===== src/lsg_pkg.sv =====
// shared types and constants of the laplace grid relaxation engine
`timescale 1ns / 1ps
`default_nettype none

package lsg_pkg;

    localparam int DATA_W   = 32;
    localparam int CHG_W    = 40;
    localparam int CNT_W    = 16;
    localparam int OMEGA_W  = 15;
    localparam int KIND_W   = 2;
    localparam int COORD_W  = 4;
    localparam int CFG_IDX_W = 2;

    localparam int DEF_COLS = 16;
    localparam int DEF_ROWS = 16;

    localparam logic [OMEGA_W-1:0] OMEGA_RST = 15'd31130;
    localparam logic [CNT_W-1:0]   MAX_RST   = 16'd10000;
    localparam logic [CHG_W-1:0]   TOL_RST   = 40'd1;
    localparam logic [CHG_W-1:0]   CHG_MAX   = {CHG_W{1'b1}};

    localparam logic [CFG_IDX_W-1:0] CFG_OMEGA = 2'd0;
    localparam logic [CFG_IDX_W-1:0] CFG_MAX   = 2'd1;
    localparam logic [CFG_IDX_W-1:0] CFG_TOL   = 2'd2;

    typedef enum logic [KIND_W-1:0] {
        KIND_WRITE = 2'd0,
        KIND_SOLVE = 2'd1,
        KIND_READ  = 2'd2
    } t_kind;

    typedef struct packed {
        logic cap_uw;
        logic cap_ns;
        logic cap_e;
        logic mul;
        logic upd;
        logic acc;
        logic clr_sum;
    } t_upd_ctl;

endpackage

`default_nettype wire


===== src/lsg_cell_update.sv =====
// cell relaxation datapath and per-sweep change accumulator
`timescale 1ns / 1ps
`default_nettype none

module lsg_cell_update import lsg_pkg::*; (
    input  wire logic                     i_clk,
    input  wire t_upd_ctl                 i_ctl,
    input  wire logic signed [DATA_W-1:0] i_rdata_a,
    input  wire logic signed [DATA_W-1:0] i_rdata_b,
    input  wire logic        [OMEGA_W-1:0] i_omega,
    output logic signed      [DATA_W-1:0] o_new,
    output logic             [CHG_W-1:0]  o_sum
);

    logic signed [DATA_W-1:0] r_u;
    logic signed [DATA_W-1:0] r_w;
    logic signed [DATA_W:0]   r_ns;
    logic signed [DATA_W+1:0] r_nsum;
    logic signed [49:0]       r_p0;
    logic signed [49:0]       r_p1;
    logic signed [DATA_W-1:0] r_v;
    logic        [CHG_W-1:0]  r_sum;

    logic signed [17:0]       coef;
    logic signed [15:0]       omega_s;
    logic signed [49:0]       prod0;
    logic signed [49:0]       prod1;
    logic signed [50:0]       acc;
    logic signed [34:0]       q;
    logic signed [DATA_W-1:0] sat;
    logic signed [DATA_W:0]   diff;
    logic        [DATA_W:0]   mag;
    logic        [CHG_W:0]    sum_ext;
    logic        [CHG_W-1:0]  sum_next;

    // 4*(1 - omega) in the same scale as omega
    assign coef    = 18'sd65536 - $signed({1'b0, i_omega, 2'b00});
    assign omega_s = $signed({1'b0, i_omega});
    assign prod0   = 50'(coef) * 50'(r_u);
    assign prod1   = 50'(omega_s) * 50'(r_nsum);

    // round half up, then floor shift
    assign acc = 51'(r_p0) + 51'(r_p1) + 51'sd32768;
    assign q   = $signed(acc[50:16]);

    always_comb begin
        if (q[34:31] == 4'b0000 || q[34:31] == 4'b1111) begin
            sat = q[DATA_W-1:0];
        end else if (q[34]) begin
            sat = {1'b1, {(DATA_W-1){1'b0}}};
        end else begin
            sat = {1'b0, {(DATA_W-1){1'b1}}};
        end
    end

    assign diff     = 33'(r_v) - 33'(r_u);
    assign mag      = diff[DATA_W] ? $unsigned(-diff) : $unsigned(diff);
    assign sum_ext  = {1'b0, r_sum} + 41'(mag);
    assign sum_next = sum_ext[CHG_W] ? CHG_MAX : sum_ext[CHG_W-1:0];

    always_ff @(posedge i_clk) begin
        if (i_ctl.cap_uw) begin
            r_u <= i_rdata_a;
            r_w <= i_rdata_b;
        end
        if (i_ctl.cap_ns) begin
            r_ns <= 33'(i_rdata_a) + 33'(i_rdata_b);
        end
        if (i_ctl.cap_e) begin
            r_nsum <= 34'(r_ns) + 34'(i_rdata_a) + 34'(r_w);
        end
        if (i_ctl.mul) begin
            r_p0 <= prod0;
            r_p1 <= prod1;
        end
        if (i_ctl.upd) begin
            r_v <= sat;
        end
        if (i_ctl.clr_sum) begin
            r_sum <= '0;
        end else if (i_ctl.acc) begin
            r_sum <= sum_next;
        end
    end

    assign o_new = r_v;
    assign o_sum = r_sum;

endmodule

`default_nettype wire


===== config.mk =====
export PLATFORM = sky130hd
export DESIGN_NAME = lsg_cell_update
export DESIGN_NICKNAME = d
export VERILOG_FILES = /design/src/lsg_pkg.sv /design/src/lsg_cell_update.sv
export SDC_FILE = /design/constraint.sdc
export NUM_CORES = 2
export LEC_CHECK = 0
export BUFFER_PORTS_ARGS = -buffer_cell sky130_fd_sc_hd__buf_2
export CORE_AREA = 10 10 452 498
export CTS_CLUSTER_SIZE = 14
export DETAILED_ROUTE_END_ITERATION = 6
export DIE_AREA = 0 0 462 508
export GPL_TIMING_DRIVEN = 0
export PLACE_DENSITY = 0.38
export SLEW_MARGIN = 20
export SYNTH_ARGS = -nofsm -noshare
export SYNTH_HDL_FRONTEND = slang
export SYNTH_SLANG_ARGS = --single-unit
export TNS_END_PERCENT = 100

===== constraint.sdc =====
create_clock -name i_clk -period 19.51 [get_ports i_clk]
set_input_delay 1.951 -clock i_clk [delete_from_list [all_inputs] [get_ports i_clk]]
set_output_delay 1.951 -clock i_clk [all_outputs]
set_load 0.03 [all_outputs]

==> out/qor.yml <==
worst_path_max_delay_cell: "xor2_1"
rr_worst_depth: 29
slew_headroom_pct: 19.28
grtUsageTotal_pct: 15.88
final_nets: 7652
detailed_place_hpwl_um: 165800
ctsHoldBuffers: 0
grt_pass1_wl_um: 279600
cts_root_buf: "clkbuf_16"
io_pins: 159
yosysSeqAreaShare_pct: 15.49
coreArea_um2: 215000
synth_top_family_by_area: "adder cells"
hold_viol: 0
avgSynthCellArea_um2: 9.420
routedWlPerCell_um: 20.99
synth_compound_area_share_pct: 9.303
synthArstFlopShare_pct: 0
synth-seq-cells: 299
worst_pin_slew_ps: 1211
grt_pass1_vias: 43610
r2r_start: "r_u[1]$_DFFE_PP_"
crit_arrival_ps: 13030
vias_per_cell: 4.488
syn_to_final_growth_pct: 10.69
synth_enable_flop_cells: 259
finalClockSkew_ps: 48.48
slew_viol_final: 0
globalplace.congestion: 0.8732
cts_tree: "yes"
worstPathMaxFanout: 10
hold_depth: 2
end_kind: "flop"
cpMostUsedCell: "fa_1"
path_clk_slew_ps: 60
outcome: "finished clean"
vias: 40070
synth_fa_ha_area_share_pct: 47.25
fp-row-count: 179
startpoint_type: "primary input"
synthFlopType: "edfxtp_1"
rsz0062_at_grt: "no"
drcViolationCount: 0
start_util_pct: 25.75
synthXorXnorAreaFrac_pct: 4.635
cap_violations: 0
setup_tns_ps: 0
synth_mux_area_share_pct: 0.09264
post-cts-setup-buffer-count: 0
startpoint: "i_omega[0]"
drive_gt1_share_pct: 4.748
grt-ovfl-total: 0
cts_buffers: 43
clk_path_buf_depth: 3
required_ps: 19900
clock.fmax_ghz: 0.07907
finalCritPeriodShare_pct: 64.82
fill_cells: 22940
setup_viol: 0
drt-initial-drc-count: 2057
synthSimpleGateAreaFrac_pct: 13.63
worstReg2RegEnd: "o_sum[30]$_SDFFE_PP0P_"
max_stage_delay_ps: 810
die_x_um: 462
finalWirelength_um: 187300
htreeDepth: 2
antenna_found_initial: 18
ys.warnings.count: 0
critPathCapture: "r_p0[46]$_DFFE_PP_"
grt_max_degree: 67
die_area_um2: 234700
synthCells: 5878
syn_area_um2: 55370
synth.net_count: 7455
antenna_left: 0
critPathKind: "primary input to flop"
period_minus_slack_ps: 12650
worstHoldPathType: "flop to flop"
cts.sinks: 299
cts_resized: 0
die_y_um: 508
drt_pass1_iterations: 7
synth_cell_types: 87
rrSetupSlack_ps: 10110
insertion_delay_ps: 680
io_buffers: 147
==> per-stage QoR <==
| step | hold slack (ps) | area, um^2 | utilization [%] | worst slack (ps) | std cells |
|---|---|---|---|---|---|
| 3_3_place_gp | 497.1 | 59620 | 27.73 | 5863 | 8830 |
| 5_1_grt | 534.1 | 61280 | 28.50 | 6246 | 8923 |
| 4_1_cts | 507.3 | 61260 | 28.49 | 6710 | 8913 |
| 6_report | 505.5 | 61290 | 28.51 | 6864 | 8927 |
| 2_1_floorplan | 620.7 | 55370 | - | 9522 | 5878 |
| 3_5_place_dp | 499.1 | 59790 | 27.81 | 6006 | 8835 |
==> sequential cells by signal, summed over array words and instances (netlist names) <==
signal / count
o_sum: 40
r_p1: 48
r_u: 32
r_p0: 48
r_w: 32
r_ns: 33
o_new: 32
r_nsum: 34
==> kinds of logic (layout without fill, tap and decap cells) <==
logic type	after synthesis	after routing
flops	299	299
fa+ha+maj	1490	1490
other cells	0	14
buf+inv	1403	1633
xor+xnor	293	293
mux	5	5
compound gates	791	791
simple gates	1597	1597
==> final cells by class <==
type	instances	area [um^2]	area share (%)
Clock buffer	54	1137	1.856
Tap cell	2805	3510	5.726
Inverter	1175	4410	7.196
Sequential cell	299	8578	14.00
Buffer	228	912.1	1.488
Antenna cell	14	35.03	0.05716
Multi-Input combinational cell	4176	41550	67.79
Timing Repair Buffer	152	833.3	1.360
Clock inverter	24	327.8	0.5348
==> critical path: cells and delay by family <==
kind | cells | cell delay (ps)
buf+inv | 7 | 2360
simple gates | 6 | 1760
xor+xnor | 2 | 900
fa+ha+maj | 8 | 3540
compound gates | 9 | 2490
==> metal layers <==
| metal | vias to the layer above | track usage [%] | part of all wire [%] |
|---|---|---|---|
| li1 | 18860 | - | - |
| met1 | 20240 | 20.25 | 44 |
| met3 | 229 | 1.694 | 3.3 |
| met2 | 736 | 27.63 | 49 |
| met4 | 8 | 5.779 | 4.0 |
| met5 | - | 0 | 0.031 |
==> cell usage after synthesis (6+ instances only) <==
library cell,number,area [um^2]
buf_2,7,35.03
inv_1,1175,4410
a31oi_1,29,181.4
xor2_1,104,910.9
a221o_1,6,60.06
dfxtp_1,40,800.8
o21ai_1,33,165.2
o31a_1,12,105.1
a211oi_1,60,450.4
buf_1,10,37.54
o21ai_0,121,605.6
or2_2,14,87.58
o31ai_1,17,127.6
nor4_1,8,50.05
a311oi_1,7,61.31
xnor2_1,189,1655
nand2b_1,41,256.5
fa_1,1002,20060
a21o_1,139,1044
o211a_1,6,60.06
o22ai_1,7,43.79
nand4_1,31,193.9
nand2_1,724,2718
a21oi_1,216,1081
nor2b_1,34,212.7
nor2_1,237,889.6
edfxtp_1,259,7777
nor3_1,44,220.2
o21bai_1,25,187.7
nand3_1,49,245.2
a2111oi_0,6,52.55
a21boi_0,14,105.1
ha_1,488,6106
a31o_2,11,96.34
o21a_1,24,180.2
and2_1,338,2115
and3_1,33,206.5
clkbuf_1,206,773.2
or3_1,14,87.58
==> placed cells by master, fill, tap and decap left out, drive strengths merged, types with 8 or more instances in the layout <==
cell type and n:
or3 15, xor2 104, nand2 724, nor3 44
xnor2 189, nor4 8, o21ai 154, buf 174
edfxtp 259, and2 340, nand4 31, and3 33
o31a 12, a21boi 14, a21o 139, o21a 26
a31oi 29, clkinv 14, nand3 49, o21bai 25
a31o 13, nor2b 34, clkbuf 260, or2 16
ha 488, fa 1002, diode 14, a21oi 217
o31ai 17, a211oi 60, nor2 237, dfxtp 40
inv 1179, nand2b 41
==> worst min-delay path by stage <==
stage                     slack (ps)                    from                endpoint
after floorplan                  620  o_sum[10]$_SDFFE_PP0P_  o_sum[10]$_SDFFE_PP0P_
after global placement           500  o_sum[32]$_SDFFE_PP0P_  o_sum[32]$_SDFFE_PP0P_
after detailed placement         500   o_sum[2]$_SDFFE_PP0P_   o_sum[2]$_SDFFE_PP0P_
after CTS                        510   o_sum[2]$_SDFFE_PP0P_   o_sum[2]$_SDFFE_PP0P_
after global routing             530   o_sum[5]$_SDFFE_PP0P_   o_sum[5]$_SDFFE_PP0P_
final                            510   o_sum[2]$_SDFFE_PP0P_   o_sum[2]$_SDFFE_PP0P_
Power is left out: the tool's default activity adds up to more than one toggle a clock period on the data nets, which glitch-free logic cannot reach.
